--- src/rtl/core/row_column_running_stats_macros.svh ---
// assertion macros for the row/column running statistics block
// used by files that assert; expects a clock named clk and a reset named rst
`ifndef ROW_COLUMN_RUNNING_STATS_MACROS_SVH
`define ROW_COLUMN_RUNNING_STATS_MACROS_SVH

// same-cycle implication, held off during reset
`define RCRS_ASSERT_NOW(label, ante, cons) \
  label: assert property (@(posedge clk) disable iff (rst) (ante) |-> (cons)) \
    else $error("rcrs assertion failed");

// next-cycle implication, held off during reset
`define RCRS_ASSERT_NEXT(label, ante, cons) \
  label: assert property (@(posedge clk) disable iff (rst) (ante) |=> (cons)) \
    else $error("rcrs assertion failed");

`endif

--- src/rtl/core/rcrs_pkg.sv ---
// shared types and constants for the row/column running statistics block
// no dependencies
`default_nettype none
package rcrs_pkg;
  localparam int unsigned NW = 11;  // running count and divisor width

  typedef struct packed {
    logic signed [31:0] mean;
    logic [63:0]        sq;
    logic signed [31:0] mn;
    logic signed [31:0] mx;
  } stat_entry_t;

  typedef struct packed {
    logic signed [31:0] x;
    stat_entry_t        entry;
    logic [NW-1:0]      n;
    logic [NW-1:0]      d;
  } welf_req_t;

  typedef struct packed {
    stat_entry_t entry;
    logic [30:0] stdev;
  } welf_res_t;

  localparam logic signed [31:0] MOST_POS = 32'sh7FFF_FFFF;
  localparam logic signed [31:0] MOST_NEG = 32'sh8000_0000;
  localparam stat_entry_t ENTRY_CLEAR = '{mean: '0, sq: '0, mn: MOST_POS, mx: MOST_NEG};

  typedef enum logic {
    OP_SAMPLE = 1'b0,
    OP_CLEAR  = 1'b1
  } op_t;
endpackage
`default_nettype wire

--- src/rtl/core/rcrs_div.sv ---
// bit-serial restoring divider, one quotient bit per cycle
// depends on nothing
`default_nettype none
module rcrs_div #(
  parameter int W  = 32,
  parameter int DW = 11
) (
  input  wire logic          clk,
  input  wire logic          rst,
  input  wire logic          start,
  input  wire logic [W-1:0]  dividend,
  input  wire logic [DW-1:0] divisor,
  output logic               done,
  output logic [W-1:0]       quotient
);
  localparam int CW = $clog2(W);

  logic [DW-1:0] rem;
  logic [DW-1:0] dvs;
  logic [CW-1:0] cnt;
  logic          busy;
  logic [DW:0]   trial;
  logic          fits;

  assign trial = {rem, quotient[W-1]};
  assign fits  = trial >= {1'b0, dvs};

  always_ff @(posedge clk) begin
    if (rst) begin
      busy <= 1'b0;
      done <= 1'b0;
      cnt  <= '0;
    end else begin
      done <= 1'b0;
      if (start) begin
        quotient <= dividend;
        dvs      <= divisor;
        rem      <= '0;
        cnt      <= '0;
        busy     <= 1'b1;
      end else if (busy) begin
        rem      <= fits ? DW'(trial - {1'b0, dvs}) : trial[DW-1:0];
        quotient <= {quotient[W-2:0], fits};
        cnt      <= cnt + 1'b1;
        if (cnt == CW'(W - 1)) begin
          busy <= 1'b0;
          done <= 1'b1;
        end
      end
    end
  end
endmodule
`default_nettype wire

--- src/rtl/core/rcrs_sqrt.sv ---
// bit-serial integer square root of a 64-bit word, one result bit per cycle
// depends on nothing
`default_nettype none
module rcrs_sqrt (
  input  wire logic        clk,
  input  wire logic        rst,
  input  wire logic        start,
  input  wire logic [63:0] radicand,
  output logic             done,
  output logic [31:0]      root
);
  logic [63:0] x;
  logic [63:0] r;
  logic [63:0] bitv;
  logic        busy;
  logic [63:0] sum;

  assign sum  = r + bitv;
  assign root = r[31:0];

  always_ff @(posedge clk) begin
    if (rst) begin
      busy <= 1'b0;
      done <= 1'b0;
    end else begin
      done <= 1'b0;
      if (start) begin
        x    <= radicand;
        r    <= '0;
        bitv <= 64'h4000_0000_0000_0000;
        busy <= 1'b1;
      end else if (busy) begin
        if (x >= sum) begin
          x <= x - sum;
          r <= (r >> 1) + bitv;
        end else begin
          r <= r >> 1;
        end
        bitv <= bitv >> 2;
        if (bitv == 64'd1) begin
          busy <= 1'b0;
          done <= 1'b1;
        end
      end
    end
  end
endmodule
`default_nettype wire

--- src/rtl/core/rcrs_lane.sv ---
// one welford update lane: mean, sum of squares, min, max and stdev
// depends on rcrs_pkg, rcrs_div, rcrs_sqrt
`default_nettype none
module rcrs_lane (
  input  wire logic               clk,
  input  wire logic               rst,
  input  wire logic               start,
  input  wire rcrs_pkg::welf_req_t req,
  output logic                    done,
  output rcrs_pkg::welf_res_t     res
);
  import rcrs_pkg::*;

  typedef enum logic [3:0] {
    L_IDLE, L_PREP, L_DIV1, L_MPREP, L_MUL, L_ACC, L_D2S, L_DIV2, L_SQS, L_SQRT
  } lstate_t;

  lstate_t     state;
  welf_req_t   rq;
  logic        neg;
  logic [31:0] mag;
  logic signed [31:0] nm;
  logic [63:0] acc;
  logic [63:0] ma;
  logic [31:0] mb;
  logic [4:0]  mcnt;
  logic [63:0] s;

  logic [32:0] diff1;
  logic [32:0] diff2;
  logic [33:0] nm_sum;
  logic [64:0] s_sum;
  logic        div1_done;
  logic [31:0] div1_q;
  logic        div2_done;
  logic [63:0] div2_q;
  logic        sq_done;
  logic [31:0] sq_root;

  assign diff1  = {rq.x[31], rq.x} - {rq.entry.mean[31], rq.entry.mean};
  assign diff2  = {rq.x[31], rq.x} - {nm[31], nm};
  assign nm_sum = neg ? {{2{rq.entry.mean[31]}}, rq.entry.mean} - {2'b0, div1_q}
                      : {{2{rq.entry.mean[31]}}, rq.entry.mean} + {2'b0, div1_q};
  assign s_sum  = {1'b0, rq.entry.sq} + {1'b0, acc};

  rcrs_div #(.W(32), .DW(NW)) u_div1 (
    .clk, .rst, .start(state == L_PREP), .dividend(mag), .divisor(rq.n),
    .done(div1_done), .quotient(div1_q)
  );

  rcrs_div #(.W(64), .DW(NW)) u_div2 (
    .clk, .rst, .start(state == L_D2S), .dividend(s), .divisor(rq.d),
    .done(div2_done), .quotient(div2_q)
  );

  rcrs_sqrt u_sqrt (
    .clk, .rst, .start(state == L_SQS), .radicand(div2_q),
    .done(sq_done), .root(sq_root)
  );

  always_ff @(posedge clk) begin
    if (rst) begin
      state <= L_IDLE;
      done  <= 1'b0;
    end else begin
      done <= 1'b0;
      unique case (state)
        L_IDLE: begin
          if (start) begin
            rq    <= req;
            state <= L_PREP;
          end
        end
        L_PREP: begin
          // magnitude of x - mean feeds the divider this cycle
          state <= L_DIV1;
        end
        L_DIV1: begin
          if (div1_done) begin
            nm    <= nm_sum[31:0];
            state <= L_MPREP;
          end
        end
        L_MPREP: begin
          ma    <= {32'd0, mag};
          mb    <= diff2[32] ? 32'(-diff2) : diff2[31:0];
          acc   <= '0;
          mcnt  <= '0;
          state <= L_MUL;
        end
        L_MUL: begin
          if (mb[0]) acc <= acc + ma;
          ma   <= ma << 1;
          mb   <= mb >> 1;
          mcnt <= mcnt + 1'b1;
          if (mcnt == 5'd31) state <= L_ACC;
        end
        L_ACC: begin
          s <= s_sum[64] ? '1 : s_sum[63:0];
          res.entry.mean <= nm;
          res.entry.sq   <= s_sum[64] ? '1 : s_sum[63:0];
          res.entry.mn   <= (rq.x < rq.entry.mn) ? rq.x : rq.entry.mn;
          res.entry.mx   <= (rq.x > rq.entry.mx) ? rq.x : rq.entry.mx;
          state <= L_D2S;
        end
        L_D2S: state <= L_DIV2;
        L_DIV2: if (div2_done) state <= L_SQS;
        L_SQS: state <= L_SQRT;
        L_SQRT: begin
          if (sq_done) begin
            if (rq.d == '0)       res.stdev <= '0;
            else if (sq_root[31]) res.stdev <= '1;
            else                  res.stdev <= sq_root[30:0];
            done  <= 1'b1;
            state <= L_IDLE;
          end
        end
        default: state <= L_IDLE;
      endcase
    end
  end

  // sign and magnitude of x - mean, held while the item is in the lane
  assign neg = diff1[32];
  assign mag = diff1[32] ? 32'(-diff1) : diff1[31:0];
endmodule
`default_nettype wire

--- config.mk ---
export PLATFORM = sky130hd
export DESIGN_NAME = rcrs_lane
export DESIGN_NICKNAME = d
export VERILOG_FILES = /design/src/rtl/core/row_column_running_stats_macros.svh /design/src/rtl/core/rcrs_pkg.sv /design/src/rtl/core/rcrs_div.sv /design/src/rtl/core/rcrs_sqrt.sv /design/src/rtl/core/rcrs_lane.sv
export SDC_FILE = /design/constraint.sdc
export NUM_CORES = 2
export LEC_CHECK = 0
export BUFFER_PORTS_ARGS = -buffer_cell sky130_fd_sc_hd__buf_2
export CORE_MARGIN = 2
export CORE_UTILIZATION = 50
export CTS_BUF_LIST = sky130_fd_sc_hd__clkbuf_2 sky130_fd_sc_hd__clkbuf_4 sky130_fd_sc_hd__clkbuf_8
export DETAILED_ROUTE_END_ITERATION = 10
export GPL_TIMING_DRIVEN = 0
export HOLD_SLACK_MARGIN = 0.03
export PLACE_DENSITY = 0.77
export SKIP_LAST_GASP = 1
export SYNTH_ARGS = -nofsm -noshare
export SYNTH_HDL_FRONTEND = slang
export SYNTH_SLANG_ARGS = --single-unit
export TNS_END_PERCENT = 100
--- constraint.sdc ---
create_clock -name clk -period 23.2 [get_ports clk]
set_clock_uncertainty 0.1 [all_clocks]
set_input_delay 3.48 -clock clk [delete_from_list [all_inputs] [get_ports clk]]
set_output_delay 3.48 -clock clk [all_outputs]
set_load 0.05 [all_outputs]
== Word level (Yosys, flattened, before mapping) ==
Cells that the tools add are included.
Operators by class
  bitwise operators: 5
  mux-type cells: 44
  reduce and logical (&&, ||, !) cells: 26
  eq/ne operators: 19
  $lt $le $gt $ge: 5
  $add $sub $neg: 16
Operators with widths (number)
  $mux 64: 8
  $pmux 64 s2: 2
  $mux 32: 7
  $sub 32x32->33: 2
  $add 64x64->65: 1
  $add 63x63->64: 1
  $add 64x63->64: 1
  $add 64x64->64: 1
  $ge 64x64->1: 1
  $neg 32->32: 2
  $pmux 32 s2: 1
  $sub 64x64->64: 1
  $mux 63: 1
  $mux 11: 4
  $pmux 4 s10: 1
  $add 32x32->32: 1
  $eq 32x1->1 const B: 1
  $gt 32x32->1: 1
  $lt 32x32->1: 1
  $sub 32x32->32: 1
  $mux 31: 1
  $ge 12x11->1: 2
  $sub 11x11->11: 2
  $mux 4: 5
  other kinds (21): 66
Storage, ports and cells
  word-level logic and storage cells: 151
  register bits: 924
  output and inout bits: 192
  input port bits: 217

== Depth between registers and ports, before layout ==
  word-level depth: 5
  depth in mapped cells: 27
  mapped depth without buffers: 25

== Hierarchy ==
Synthesis repeated with hierarchy kept, for this count alone.
Second synthesis, totals
  cells, all modules: 5780
  area total of the unflattened synthesis: 60041.3 µm²
Modules (own cells, without submodules)
  rcrs_lane: instances 1, area an instance 36874.1 µm², cells each 3368
  rcrs_sqrt: instances 1, area an instance 15693.8 µm², cells each 1879
  rcrs_div at u_div2: instances 1, area an instance 4403.0 µm², cells each 296
  rcrs_div at u_div1: instances 1, area an instance 3070.4 µm², cells each 237

== Worst setup path before layout ==
No wires, ideal clock.
  path kind: input port to flip-flop
  from: input rst
  to: register rq[0] in the netlist's numbering, enable pin
  arrival: 18.120 ns
  setup slack: 3.930 ns
  path buffers: 1
  stages: 2
  cells stage by stage: clkbuf_1 nor3_1
Between the ends
  longest elaborated chain between the ends: 2
Ends and longest elaborated chain
  start: declaration: RTL line rcrs_lane.sv:6  | input wire logic rst,
  $not 1->1 (no line)
  $reduce_and 3->1 (no line)
  end signal: assignment: RTL line rcrs_lane.sv:70  | rq <= req;
  end: declaration: RTL line rcrs_lane.sv:19  | welf_req_t rq;
No other way between the ends.
A chain may end at the register's enable or synchronous reset.

== Worst setup path in the final report ==
  from: register u_sqrt.r[0]
  to: register u_sqrt.x[50], enable pin
Between the ends
  longest elaborated chain between the ends: 4
Ends and longest elaborated chain
  start: declaration: RTL line rcrs_sqrt.sv:13  | logic [63:0] r;
  start signal: assignment: RTL line rcrs_sqrt.sv:35  | r <= (r >> 1) + bitv;
  start signal: assignment: RTL line rcrs_sqrt.sv:37  | r <= r >> 1;
  $add 64x63->64: RTL line rcrs_sqrt.sv:18  | assign sum = r + bitv;
  $ge 64x64->1: RTL line rcrs_sqrt.sv:33  | if (x >= sum) begin
  $reduce_bool 2->1 (no line)
  $reduce_and 3->1 (no line)
  end signal: assignment: RTL line rcrs_sqrt.sv:28  | x <= radicand;
  end signal: assignment: RTL line rcrs_sqrt.sv:34  | x <= x - sum;
  end: declaration: RTL line rcrs_sqrt.sv:12  | logic [63:0] x;
No other way between the ends.

==> impl_results.md <==
- Status: finished with violations
- Violated checks: capacitance limit, slew limit
- Hold Buf Count CTS: 0
- Tcrit/Tclk final: 36.8%
- Die area: 121000 sq um
- GRT Total Usage: 28.2%
- Worst Tran Pin Value: 1.49 ns
- Crit-path max cell delay: 0.80 ns
- Setup Buffers After CTS: 0
- Worst R2R Start: u_sqrt.r[0]$_SDFFCE_PP0P_
- Crit path from: u_sqrt.r[0]$_SDFFCE_PP0P_
- Static Leak: 26.6 nW
- Syn Inst Count: 5913
- Critical Path Start Type: register
- I/O pins: 409
- Rel. slew slack: -0.187%
- Ratio of cells with drive above 1 in the final layout: 12.9%
- Async S/R FF share, synth: 0%
- Avg Cell Area, Syn: 10.0 sq um
- Clock Path Buffers: 3
- Reg2Reg Setup Slack: 14.66 ns
- Setup_tns: 0 ns
- Worst hold path class: register to register
- Met2 usage: 47.1%
- Leading cell type in the layout, fill and taps excluded: edfxtp_1
- DRC: 0
- Cell Area, Synth: 59100 sq um
- Worst ir drop on vdd: 0.0000801 V
- Fin. max-slew vios: 1
- Final layout net count: 7213
- Yosys Warn Count: 0
- Post-synth cell types: 86
- Busiest grt layer: met2
- Slowest stage cell, crit path: a21oi_1
- GPL Wtd Cong: 0.983
- Data required, critical path: 23.77 ns
- Worst skew pair latency: 0.94 ns
- Die height: 348 um
- Routed vias/inst: 5.90
- Initial antenna violation count: 15
- Max Cap Viol: 1
- Initial Util: 50.3%
- Number of enable flip-flop cells after synthesis: 902
- Largest net degree at the start of global routing: 34
- PwrDens: 86.9 nW/um^2
- Seq cells post-synth: 924
- Critical path's top delay family: compound AO/OA/AOI/OAI gates
- Number of global-route vias before repair: 47200
- CP Capture Point: u_sqrt.x[50]$_DFFE_PP_
- Routed length per instance: 21.2 um
- Fillers: 10200
- First-pass GRT wire length: 265000 um
- Port Buffers: 408
- Width of the die: 348 um
- # resized after CTS: 0
- R2R depth: 27
- Num Clock Sinks: 924
- FF-to-FF End: u_sqrt.x[50]$_DFFE_PP_
- Buffers plus inverters on the worst setup path: 5
- CTS root buf: clkbuf_8
- Post-Route WL: 174000 um
- Setup Viol. Count Final: 0
- Area occupied by registers: 27500 sq um
- Core area: 118000 sq um
- Site row count: 126
- Antenna Nets Post-Route: 0
- Register area share after synthesis: 46.6%
- Drt pass-1 iters: 6
- Setup CP Type: register to register
- Fin. Hold Viols: 0
- CTS tree: yes
- Drt first-iter violations: 4385
- Gr ovfl total: 0
- Syn nets: 6583
- H-tree levels: 4
- Worst EP arrival: 9.11 ns
- Total power: 5.84 mW
- Max Freq: 0.117 GHz
- RSZ-0062 raised after global routing: no
- Via count: 48500
- Area Growth Syn to Fin: 13.7%
- Core Util, Final: 57.1%
- Stages on worst setup path: 27
- Most frequent cells in the layout: edfxtp_1, nand2_1, nor2_1
- Period minus WS final: 8.54 ns
- Crit end category: register
- GRT met3 Usage: 5.58%
- Footprint of the multi-input gates: 29900 sq um
- Clock Pin Slew Worst Setup and Hold Paths: 0.06 ns
- Grt met1 use: 35.4%
- Most frequent CP cell: a21oi_1
- CTS buffer count: 162
- HPWL after DPL: 137000 um
- CP Max Fanout: 24
- Predominant post-synthesis flop cell: edfxtp_1
## worst reg2reg max path, cell delays in order (launching register included)
cell and delay, ns:
edfxtp_1 0.45, ha_1 0.26, ha_1 0.21, a21oi_1 0.20
o21bai_1 0.12, a31oi_1 0.40, nor3_1 0.19, o21ai_0 0.53
o21bai_1 0.34, a22o_1 0.31, a21oi_1 0.27, nor2_1 0.07
o21ai_0 0.19, xor2_1 0.29, ha_1 0.28, clkbuf_1 0.21
a21o_1 0.21, a21oi_1 0.18, o21ai_0 0.15, a211o_1 0.31
a211o_1 0.26, a31o_2 0.23, a21oi_1 0.80, buf_2 0.48
buf_2 0.44, a21boi_4 0.29, buf_12 0.31, buf_16 0.21
## synthesized netlist by cell type (all sizes together) (22+ instances only)
library cell,n,area (sq um)
ha,445,5570
a21boi,32,240
a31oi,108,676
clkbuf,207,777
dfxtp,22,440
nor2b,68,425
nand2,634,2380
nor3,102,515
xnor2,215,1880
o21bai,77,578
or3,34,218
a21oi,489,2450
a211oi,67,508
and2,61,382
mux2i,26,260
o21ai,355,1780
nor4,35,240
xor2,236,2070
and3,83,519
nand3,76,380
a21o,188,1410
o21a,90,676
nand2b,55,344
nand4,105,657
mux2,68,766
inv,257,965
o211ai,31,233
o31ai,36,280
edfxtp,902,27100
nor2,536,2010
## per-stage QoR
stage | instance area [sq um] | instances | setup WS [ns] | hold WS, ns
5_1_grt | 67200 | 8207 | 14.35 | 0.334
3_5_place_dp | 63900 | 7915 | 14.87 | 0.305
2_1_floorplan | 59100 | 5913 | 3.93 | 0.300
3_3_place_gp | 63100 | 7857 | -3.15 | 0.304
4_1_cts | 67200 | 8205 | 14.79 | 0.319
6_report | 67200 | 8214 | 14.66 | 0.319
## logic make-up (layout without fill, tap and decap cells)
family                   count (synthesis)  in the layout  share of synthesized area, %
flip-flops                             924            924                          46.6
multiplexers                            94             94                          1.74
XOR/XNOR                               451            451                          6.68
AND/OR/NAND/NOR                       1863           1863                          14.7
other                                    0              9                             0
AO/OA/AOI/OAI                         1648           1648                          17.6
buffers and inverters                  480           1236                          3.06
adder cells (fa/ha/maj)                453            453                          9.69
## power breakdown
part           total, mW  internal (mW)  switching, mW  leakage, nW
clock network       1.55          0.832          0.722         1.72
registers           2.24           2.12          0.121         8.37
logic               2.05          0.781           1.27         16.5
## how the worst min path moves through the flow
| stage | slack, ns | end | depth (start not counted) | start |
|---|---|---|---|---|
| CTS | 0.32 | u_div1.dvs[10]$_DFFE_PP_ | 0 | rq[21]$_DFFE_PP_ |
| global placement | 0.30 | u_div1.dvs[9]$_DFFE_PP_ | 0 | rq[20]$_DFFE_PP_ |
| detailed placement | 0.30 | u_div1.dvs[10]$_DFFE_PP_ | 0 | rq[21]$_DFFE_PP_ |
| floorplan | 0.30 | u_div1.dvs[0]$_DFFE_PP_ | 0 | rq[11]$_DFFE_PP_ |
| finish | 0.32 | u_div1.dvs[10]$_DFFE_PP_ | 0 | rq[21]$_DFFE_PP_ |
| global route | 0.33 | u_div1.dvs[9]$_DFFE_PP_ | 0 | rq[20]$_DFFE_PP_ |
## flip-flops by register name, summed over array words and instances (netlist names), 32 cells and up
register and count:
rq 214, res 127, acc 64, ma 64, s 64, u_div2.quotient 64
u_sqrt.r 64, u_sqrt.x 64, mb 32, nm 32, u_div1.quotient 32, u_sqrt.bitv 32
## layer usage
layer	part of all wire, %	vias up
met5	0.038	-
met4	4.4	10
met3	8.0	371
met2	47	1965
met1	40	23000
li1	-	23100
## layout make-up
class / count / share of cell area [%]
multi-input cells: 4509 / 44.4
flip-flops and latches: 924 / 41.0
repair buffers: 466 / 4.13
clock buffers: 207 / 3.86
well taps: 1536 / 2.86
inverters: 257 / 1.44
plain buffers: 223 / 1.26
clock inverters: 83 / 1.05
diodes: 9 / 0.0335
No activity file was read; power rests on OpenSTA's default activity.
